## src/sv/ltr_pkg.sv

```systemverilog
// Package for the linear trace resampler: payload structs, register indexes,
// item kind codes and the controller/datapath command and status structs.
// No dependencies.
`default_nettype none

package ltr_pkg;

  localparam int unsigned CfgIdxW  = 3;
  localparam int unsigned CfgDataW = 32;
  localparam int unsigned LenW     = 13;

  localparam logic [CfgIdxW-1:0] CFG_START   = 3'd0;
  localparam logic [CfgIdxW-1:0] CFG_STEP    = 3'd1;
  localparam logic [CfgIdxW-1:0] CFG_LENGTH  = 3'd2;
  localparam logic [CfgIdxW-1:0] CFG_PAD_VAL = 3'd3;
  localparam logic [CfgIdxW-1:0] CFG_PAD_EN  = 3'd4;

  localparam logic KIND_LOAD  = 1'b0;
  localparam logic KIND_QUERY = 1'b1;

  typedef struct packed {
    logic               kind;
    logic [11:0]        sample_index;
    logic signed [31:0] sample_value;
  } ltr_in_t;

  typedef struct packed {
    logic signed [31:0] out_value;
    logic signed [31:0] running_min;
    logic signed [31:0] running_max;
  } ltr_out_t;

  typedef struct packed {
    logic load_wr;   // store write of the accepted load
    logic capture;   // latch output index of the accepted query
    logic mul;       // index times step
    logic pos;       // add start, saturate
    logic cls;       // classify position, read first sample
    logic latch_s0;  // hold first sample, read second
    logic diff;      // s1 - s0
    logic muli;      // fraction times difference
    logic finish;    // form result, update min/max
  } ltr_cmd_t;

  typedef struct packed {
    logic mid;       // position lies in the span, before its last sample
  } ltr_stat_t;

endpackage

`default_nettype wire

```

## src/sv/ltr_ctrl.sv

```systemverilog
// Controller state machine of the linear trace resampler.
// Depends on ltr_pkg; drives commands to ltr_datapath.
`default_nettype none

module ltr_ctrl import ltr_pkg::*; (
  input  wire logic      clk_i,
  input  wire logic      rst_ni,
  input  wire logic      start_i,
  input  wire logic      kind_i,
  input  wire ltr_stat_t stat_i,
  output ltr_cmd_t       cmd_o,
  output logic           busy_o,
  output logic           done_o
);

  typedef enum logic [2:0] {
    S_IDLE, S_MUL, S_POS, S_CLS, S_RD0, S_RD1, S_MULI, S_FIN
  } state_e;

  state_e state_q, state_d;
  logic   done_q;
  logic   accept;

  assign accept = start_i && (state_q == S_IDLE);

  always_comb begin
    state_d = state_q;
    unique case (state_q)
      S_IDLE: if (accept && kind_i == KIND_QUERY) state_d = S_MUL;
      S_MUL:  state_d = S_POS;
      S_POS:  state_d = S_CLS;
      S_CLS:  state_d = S_RD0;
      S_RD0:  state_d = stat_i.mid ? S_RD1 : S_FIN;
      S_RD1:  state_d = S_MULI;
      S_MULI: state_d = S_FIN;
      S_FIN:  state_d = S_IDLE;
      default: state_d = S_IDLE;
    endcase
  end

  always_ff @(posedge clk_i or negedge rst_ni) begin
    if (!rst_ni) begin
      state_q <= S_IDLE;
      done_q  <= 1'b0;
    end else begin
      state_q <= state_d;
      done_q  <= (state_q == S_FIN);
    end
  end

  always_comb begin
    cmd_o          = '0;
    cmd_o.load_wr  = accept && kind_i == KIND_LOAD;
    cmd_o.capture  = accept && kind_i == KIND_QUERY;
    cmd_o.mul      = state_q == S_MUL;
    cmd_o.pos      = state_q == S_POS;
    cmd_o.cls      = state_q == S_CLS;
    cmd_o.latch_s0 = state_q == S_RD0;
    cmd_o.diff     = state_q == S_RD1;
    cmd_o.muli     = state_q == S_MULI;
    cmd_o.finish   = state_q == S_FIN;
  end

  assign busy_o = state_q != S_IDLE;
  assign done_o = done_q;

  a_done_idle: assert property (@(posedge clk_i) disable iff (!rst_ni)
    done_q |-> state_q == S_IDLE)
    else $error("result strobe outside idle");

  a_done_pulse: assert property (@(posedge clk_i) disable iff (!rst_ni)
    done_q |=> !done_q)
    else $error("result strobe longer than one cycle");

  a_load_quiet: assert property (@(posedge clk_i) disable iff (!rst_ni)
    (accept && kind_i == KIND_LOAD) |=> (state_q == S_IDLE && !done_q))
    else $error("load caused work or a result");

  a_query_start: assert property (@(posedge clk_i) disable iff (!rst_ni)
    (accept && kind_i == KIND_QUERY) |=> state_q == S_MUL)
    else $error("query not started");

endmodule

`default_nettype wire

```

## config.mk

```make
export PLATFORM = sky130hd
export DESIGN_NAME = ltr_ctrl
export DESIGN_NICKNAME = d
export VERILOG_FILES = /design/src/sv/ltr_pkg.sv /design/src/sv/ltr_ctrl.sv
export SDC_FILE = /design/constraint.sdc
export NUM_CORES = 1
export LEC_CHECK = 0
export BUFFER_PORTS_ARGS = -buffer_cell sky130_fd_sc_hd__buf_4
export CORE_AREA = 2 2 39 41
export CTS_CLUSTER_SIZE = 8
export DETAILED_ROUTE_END_ITERATION = 10
export DIE_AREA = 0 0 41 43
export SLEW_MARGIN = 25
export SYNTH_ARGS = -nofsm -noshare
export SYNTH_HDL_FRONTEND = slang
export SYNTH_SLANG_ARGS = --single-unit
```

## constraint.sdc

```tcl
create_clock -name clk_i -period 1.4 [get_ports clk_i]
set_input_delay 0.07 -clock clk_i [delete_from_list [all_inputs] [get_ports clk_i]]
set_output_delay 0.07 -clock clk_i [all_outputs]
set_load 0.02 [all_outputs]
```

==> flow_summary.toml, run 1 <==
[outcome]
status = "complete, no violations"

[floorplanning]
die_height_um = 43
ios = 16
start_util_pct = 16.5
core_um2 = 1380
dieWidth_um = 41
rows = 14
die-area_um2 = 1760

[synthesis]
synthTopCellsByArea = "dfrtp_1 (44%), and3b_2 (8.8%), nor2_1 (6.6%)"
syn_avg_cell_area_um2 = 9.90
yosysTopAreaCell = "dfrtp_1"
synth_enable_flop_cells = 0
synth_flop_cell = "dfrtp_1"
synth_commonest_cells = "dfrtp_1 (4), nor2_1 (4), and3b_2 (2), nand2_1 (2), nor3b_1 (2)"
ys_ff_latch = 4
synthCells = 23
netlist_area_um2 = 228
ys_seq_area_share_pct = 44.0
yosys.area.top_type_share_pct = 44.0
ys_async_sr_fraction_pct = 100
ys_warn_count = 0
synth_cell_type_count = 14
synth_nets = 28

[worst_setup_path]
max_stage_delay_ps = 400
endpoint_kind = "primary output"
worstSetupPathType = "flop to primary output"
cp.required_ps = 1330
path_max_fanout = 3
crit_chain = "or3_4 -> nor3b_2 -> buf_4"
cp-start-kind = "flop"
arrival_ps = 1310
cp_slowest_cell = "or3_4"

[sta]
clock_skew_ps = 0.301
drv_slew = 0
hold_slack_ps = 116
hold_viol_final = 0
setup_ws_ps = 16.1
max_slew_margin_pct = 89.7
rsz0062_at_grt = "true"
clock.fmax_mhz = 723
finalCritPeriodShare_pct = 98.9
setup_violations = 0
tightest_slew_ps = 154
min_period_ps = 1380

[placement]
place_inst = 56
gp_congestion = 0.709
port_buffers = 15
dp_slack_ps = 251
dpl.hpwl_um = 419

[drt]
drc = 0
vias = 238
drtIter0Drc = 2
drt-pass1-iter-count = 4
viasPerCell = 3.97
antenna_left = 0
avgRoutedWirePerCell_um = 9.42
wirelength_um = 565

[power_and_ir_drop]
pwr-share-seq_pct = 20.2
p_sw_share_pct = 41.9
powerDensity_nw_per_um2 = 2400
p_leak_nw = 0.206
ir_worst_vdd_mv = 0.486
p_sw_mw = 0.413
pwr-share-clk_pct = 14.4
internal_power_mw = 0.572
comb_power_share_pct = 65.4
finalPower_mw = 0.985

[clock_network]
cts_sinks = 4
clk_latency_ps = 230
cts_made_buffers = 3
cts_setup_buffers = 0
cts.repair.resized = 0
htree_levels = 1
cts_root_buf = "clkbuf_4"
cts_tree = "yes"
cts.clk_slew.worst_paths_ps = 40
ctsLongestPathBuffers = 2

[cells_and_area]
fin_nets = 51
area_delta_synth_final_pct = 80.2
drive_gt1_share_pct = 59.1
diodes = 0
instances_no_fill = 60
n_fill_cell = 152

[global_route]
grt_overflow_total = 0
grt_usage_pct = 6.96
top_usage_layer = "met2"
antenna_found_initial = 0
grt_pass1_vias = 224
grt_pass1_wl_um = 779
met1_usage_pct = 6.51
met3_usage_pct = 3.14
grt_max_degree = 11
use_met2_pct = 10.6

[worst_hold_path]
hold_class = "primary input to flop"

[run]
cap_violations = 0
==> power groups by stage <==
stage	Sequential, mW	Combinational [mW]	Clock [mW]
finish	0.199	0.644	0.142
global route	0.208	0.693	0.151
CTS	0.201	0.649	0.147
detailed placement	0.202	0.645	0
global placement	0.200	0.639	0
floorplan	0.241	0.332	0
==> cell usage in the layout (no fill, tap or decap) <==
master,instances
clkbuf_4,3
nor3b_1,2
and3_2,1
dlygate4sd3_1,1
and2_1,1
dfrtp_1,4
nor2_1,4
and3b_2,2
nor3b_2,1
nand2b_1,1
buf_4,18
nand2_1,2
or3_4,1
a21oi_1,1
a21boi_0,1
xnor2_1,1
==> area by class of cell <==
class	instances	area, um^2	area share, %
flip-flops and latches	4	100	24.4
clock buffers	3	22.5	5.49
well taps	16	20.0	4.88
repair buffers	19	145	35.4
multi-input cells	18	123	29.9
==> path summary, 6_finish.rpt <==
kind                             from    endpoint  slack (ps)  cells past startpoint
setup reg to reg           state_q[0]  state_q[1]         500                      3
hold reg to reg            state_q[0]  state_q[0]         580                      2
max in group asynchronous      rst_ni  state_q[0]        1130                      2
setup / recovery           state_q[1]    cmd_o[8]          20                      3
min in group asynchronous      rst_ni  state_q[2]         170                      2
hold / removal                 stat_i  state_q[1]         120                      3
==> critical path: cells and delay by family (launching register included) <==
kind	cells	cell delay, ps
buffers and inverters	1	160
AND/OR/NAND/NOR	2	560
flip-flops	1	370
==> metal layers <==
| layer | wire (um) | part of all wire [%] |
|---|---|---|
| met5 | 0 | 0 |
| met3 | 60 | 11 |
| met1 | 215 | 38 |
| met2 | 289 | 51 |
| met4 | 0 | 0 |
==> cell families after synthesis <==
logic type / Yosys count / share of synthesized area [%]
xor gates and xnor gates: 1 / 3.85
and+or+nand+nor: 15 / 44.5
buffers and inverters: 1 / 2.20
AOI/OAI and AO/OA: 2 / 5.49
DFF: 4 / 44.0
==> registers in the layout, summed over array words and instances (netlist names) <==
signal and count:
state_q 3, done_o 1
==> repair_timing <==
item	4_1_cts	5_1_grt
endpoints found under the hold margin	4	0
hold buffers	1	0
endpoints found under the setup margin	1	1
==> metrics by stage <==
stage | instance area (um^2) | utilization, % | TNS (ps)
after CTS | 410 | 29.7 | -1.33
after global placement | 378 | 27.3 | 0
after detailed placement | 378 | 27.3 | 0
after floorplan | 228 | - | 0
final | 410 | 29.7 | 0
after global routing | 410 | 29.7 | -36.3
Power figures use the tool's default switching activity.
==> run 2: changes to the inputs <==
- GPL_TIMING_DRIVEN: not set -> 0
==> run 2 against run 1 <==
  * Utilization unchanged
  * Register-to-register slack worse by 70 ps
  * Highest routed layer is now met4
  * Via count unchanged
  * Sequential power up 2%
  * First-iteration DRC count down 50%
  * Die area unchanged
  * Power down 1.1%
  * Critical path type unchanged
==> flow_summary.toml, run 2 (synthesis results as in run 1) <==
[clock_network]
clk_latency_ps = 230
htree_levels = 1
cts_tree = "yes"
ctsLongestPathBuffers = 2
cts_made_buffers = 3
cts_root_buf = "clkbuf_4"
cts.clk_slew.worst_paths_ps = 40
cts_sinks = 4

[worst_hold_path]
worstHoldPathCells = 3
holdPathEnd = "state_q[0]"
hold_class = "primary input to flop"
min-delay-start = "start_i"

[drt]
drt-pass1-iter-count = 2
antenna_left = 0
vias = 238
avgRoutedWirePerCell_um = 8.82
drtIter0Drc = 1
viasPerCell = 3.97
drc = 0
wirelength_um = 529

[sta]
drv_slew = 0
setup_violations = 0
hold_viol_final = 0
clock_skew_ps = 0.814
max_slew_margin_pct = 87.6
clock.fmax_mhz = 715
min_period_ps = 1400
finalSetupTns_ps = 0
finalCritPeriodShare_pct = 99.9
tightest_slew_ps = 184
rsz0062_at_grt = "true"

[placement]
place_inst = 54
dpl.hpwl_um = 378
port_buffers = 15
place_area_um2 = 360
gp_congestion = 0.691

[global_route]
grt_usage_pct = 7.46
grt_pass1_wl_um = 759
antenna_found_initial = 0
grt_max_degree = 11
grt_pass1_vias = 211
grt_overflow_total = 0

[worst_setup_path]
path_max_fanout = 3
cp.required_ps = 1330
cp-start-kind = "flop"
timing.rr.start = "state_q[0]"
r2r_slack_ps = 430
arrival_ps = 1330
worstSetupPathType = "flop to primary output"
endpoint_kind = "primary output"
timing.rr.end = "state_q[1]"
rr_worst_depth = 3

[cells_and_area]
instances_no_fill = 60
final_area_um2 = 410
diodes = 0
layout_common_cells = "buf_4 (17), nor2_1 (4), clkbuf_4 (3)"
final_core_util_pct = 29.7
final_common_cell = "buf_4"
drive_gt1_share_pct = 63.6
fin_nets = 51
area_delta_synth_final_pct = 80.2
largest_register = "state_q"
largest_register_ffs = 3

[power_and_ir_drop]
ir_worst_vdd_mv = 0.496
p_leak_nw = 0.204
powerDensity_nw_per_um2 = 2370

[floorplanning]
start_util_pct = 16.5
dieWidth_um = 41
die_height_um = 43
core_um2 = 1380
ios = 16
rows = 14
die-area_um2 = 1760

[run]
cap_violations = 0

[outcome]
status = "complete, no violations"
run 2: cell counts in the layout (fill, tap and decap cells not counted):
No cell type changed its count.
run 2: stage by stage:
stage          setup slack, ps  hold WS (ps)  total power, mW
5_1_grt                  -58.2           124             1.05
2_1_floorplan              116          -226            0.573
6_report                  1.90           114            0.975
4_1_cts                  -2.87           113            0.989
3_5_place_dp               151          -134            0.791
3_3_place_gp               159          -133            0.784
run 2: what timing repair did:
| item | 4_1_cts | 5_1_grt |
|---|---|---|
| pin swaps | 1 | 0 |
| buffers inserted | 2 | 0 |
| setup endpoints to repair | 2 | 1 |
| gates resized for setup | 2 | 0 |
| endpoints found under the hold margin | 4 | 0 |
| hold buffers | 1 | 0 |
run 2: area by class of cell:
cell class	instances	area, um^2
clock buffers	3	22.5
plain buffers	1	5.00
multi-input cells	18	123
well taps	16	20.0
fillers	151	973
flip-flops and latches	4	103
repair buffers	18	138
run 2: worst max-delay path by stage:
stage | startpoint | endpoint | slack [ps]
after floorplan | state_q[1] | cmd_o[8] | 120
after global placement | state_q[1] | cmd_o[8] | 160
after detailed placement | state_q[1] | cmd_o[8] | 150
after CTS | state_q[0] | cmd_o[8] | -3
after global routing | state_q[0] | cmd_o[8] | -60
final | state_q[0] | cmd_o[8] | 2
run 2: critical path, cell delays in order (launching register included):
cell and delay (ps):
dfrtp_2 390, or3_4 400, nor3b_2 150, buf_4 160
run 2: report_power, final:
part | internal [mW] | switching [mW] | leakage [nW]
logic | 0.293 | 0.337 | 0.144
clock network | 0.0958 | 0.0453 | 0.0138
registers | 0.180 | 0.0232 | 0.0461
total | 0.569 | 0.406 | 0.204
run 2: per-layer routing:
| layer | routed length [um] | vias up | GRT usage, % | share of wire, % |
|---|---|---|---|---|
| li1 | - | 120 | - | - |
| met1 | 186 | 103 | 5.86 | 35 |
| met2 | 254 | 11 | 9.69 | 48 |
| met3 | 63 | 4 | 3.66 | 12 |
| met4 | 24 | 0 | 12.0 | 4.5 |
| met5 | 0 | - | 0 | 0 |
==> run 3: changes to the inputs <==
==> constraint.sdc (replaced) <==
create_clock -name clk_i -period 1.4 [get_ports clk_i]
set_input_delay 0.07 -clock clk_i [delete_from_list [all_inputs] [get_ports clk_i]]
set_output_delay 0.07 -clock clk_i [all_outputs]
set_load 0.1 [all_outputs]
==> run 3 against run 2 <==
  * The flow now finishes with violations (negative setup slack)
  * Non-clock buffer count is the same
  * Via count grew 2.1%
  * Utilization rose by 4.7 points
  * Wire length is 5.3% higher
  * Clock-buffer cell count unchanged
  * Register-to-register slack is essentially flat
  * Critical path type unchanged
  * Highest routed layer is now met3
==> flow_summary.toml, run 3 (synthesis results as in run 1) <==
[floorplanning]
ios = 16
start_util_pct = 16.5
die_height_um = 43
rows = 14
core_um2 = 1380
die-area_um2 = 1760
dieWidth_um = 41

[global_route]
grt_pass1_wl_um = 772
grt_overflow_total = 0
grt_usage_pct = 7.47
grt_pass1_vias = 213
grt_max_degree = 11
antenna_found_initial = 0

[worst_setup_path]
crit_path_end = "cmd_o[8]"
worstSetupPathType = "flop to primary output"
endpoint_kind = "primary output"
startpoint = "state_q[2]"
r2r_slack_ps = 420
path_max_fanout = 3
timing.rr.start = "state_q[0]"
cp.required_ps = 1330
timing.rr.end = "state_q[1]"
rr_worst_depth = 3
arrival_ps = 1440
cp-start-kind = "flop"

[placement]
dpl.hpwl_um = 383
port_buffers = 15
gp_congestion = 0.592

[drt]
drt-pass1-iter-count = 2
viasPerCell = 4.05
antenna_left = 0
wirelength_um = 557
drtIter0Drc = 4
drc = 0
vias = 243
avgRoutedWirePerCell_um = 9.28

[sta]
setup_ws_ps = -114
rsz0062_at_grt = "true"
clock.fmax_mhz = 661
hold_viol_final = 0
min_period_ps = 1510
hold_slack_ps = 103
max_slew_margin_pct = 81.6
setup_violations = 2
drv_slew = 0
finalCritPeriodShare_pct = 108
clock_skew_ps = 0.972
tightest_slew_ps = 279

[cells_and_area]
diodes = 0
area_delta_synth_final_pct = 109
final_common_cell = "buf_4"
seq_area_um2 = 103
layout_common_cells = "buf_4 (12), clkbuf_4 (4), buf_6 (3)"
fin_nets = 51
n_fill_cell = 144
largest_register_ffs = 3
largest_register = "state_q"
multi_input_comb_area_um2 = 149
drive_gt1_share_pct = 72.7

[worst_hold_path]
hold_class = "primary input to flop"
worstHoldPathCells = 3

[clock_network]
htree_levels = 1
cts_made_buffers = 3
cts_sinks = 4
ctsLongestPathBuffers = 2
cts.clk_slew.worst_paths_ps = 40
cts_tree = "yes"
cts_root_buf = "clkbuf_4"
clk_latency_ps = 230

[outcome]
status = "complete, but fails checks"
violations = "negative setup slack"

[run]
cap_violations = 0
run 3: cell count changes in the layout (fill, tap and decap cells not counted), moves of 2 or more:
cell | before | now
buf_12 | 0 | 2
buf_6 | 0 | 3
nor2_1 | 4 | 2
buf_4 | 17 | 12
nor3b_1 | 2 | 0
run 3: layer usage:
layer  vias up  share of wire [%]  global-route usage [%]
li1        120                  -                       -
met4         0                  0                    12.0
met2         9                 56                    10.0
met3         0                8.3                    3.14
met1       114                 36                    5.88
met5         -                  0                       0
run 3: how the worst min path moves through the flow:
stage	endpoint	start	slack, ps
CTS	state_q[1]	stat_i	100
floorplan	done_o	rst_ni	-230
finish	state_q[1]	stat_i	100
global route	state_q[1]	stat_i	110
detailed placement	state_q[2]	rst_ni	-130
global placement	state_q[2]	rst_ni	-130
run 3: stage by stage:
stage	setup TNS [ps]	setup slack, ps	area (um^2)	utilization, %	std cells
global placement	-38.6	-38.6	387	27.9	54
CTS	-176	-124	462	33.4	60
detailed placement	-42.4	-42.4	387	27.9	54
finish	-155	-114	475	34.4	60
floorplan	-1890	-546	254	-	23
global route	-235	-158	475	34.4	60
run 3: repair_timing:
action,CTS,global route
buffers inserted,2,0
endpoints found under the setup margin,3,6
hold buffers,1,0
hold endpoints to repair,4,0
pin swaps,1,0
resized for setup,8,4
run 3: worst max-delay path: stages (launching register included):
cell	delay [ps]
dfrtp_1	370
or3_4	420
nor3b_4	220
buf_12	200
run 3: cell type report:
type | instances | area share, %
Sequential cell | 4 | 21.6
Buffer | 1 | 1.58
Timing Repair Buffer | 18 | 36.6
Tap cell | 16 | 4.21
Multi-Input combinational cell | 18 | 31.3
Clock buffer | 3 | 4.74
Power of run 3 is not shown: default switching activity piles up to over one toggle a cycle in this logic, so the estimate is an artifact.
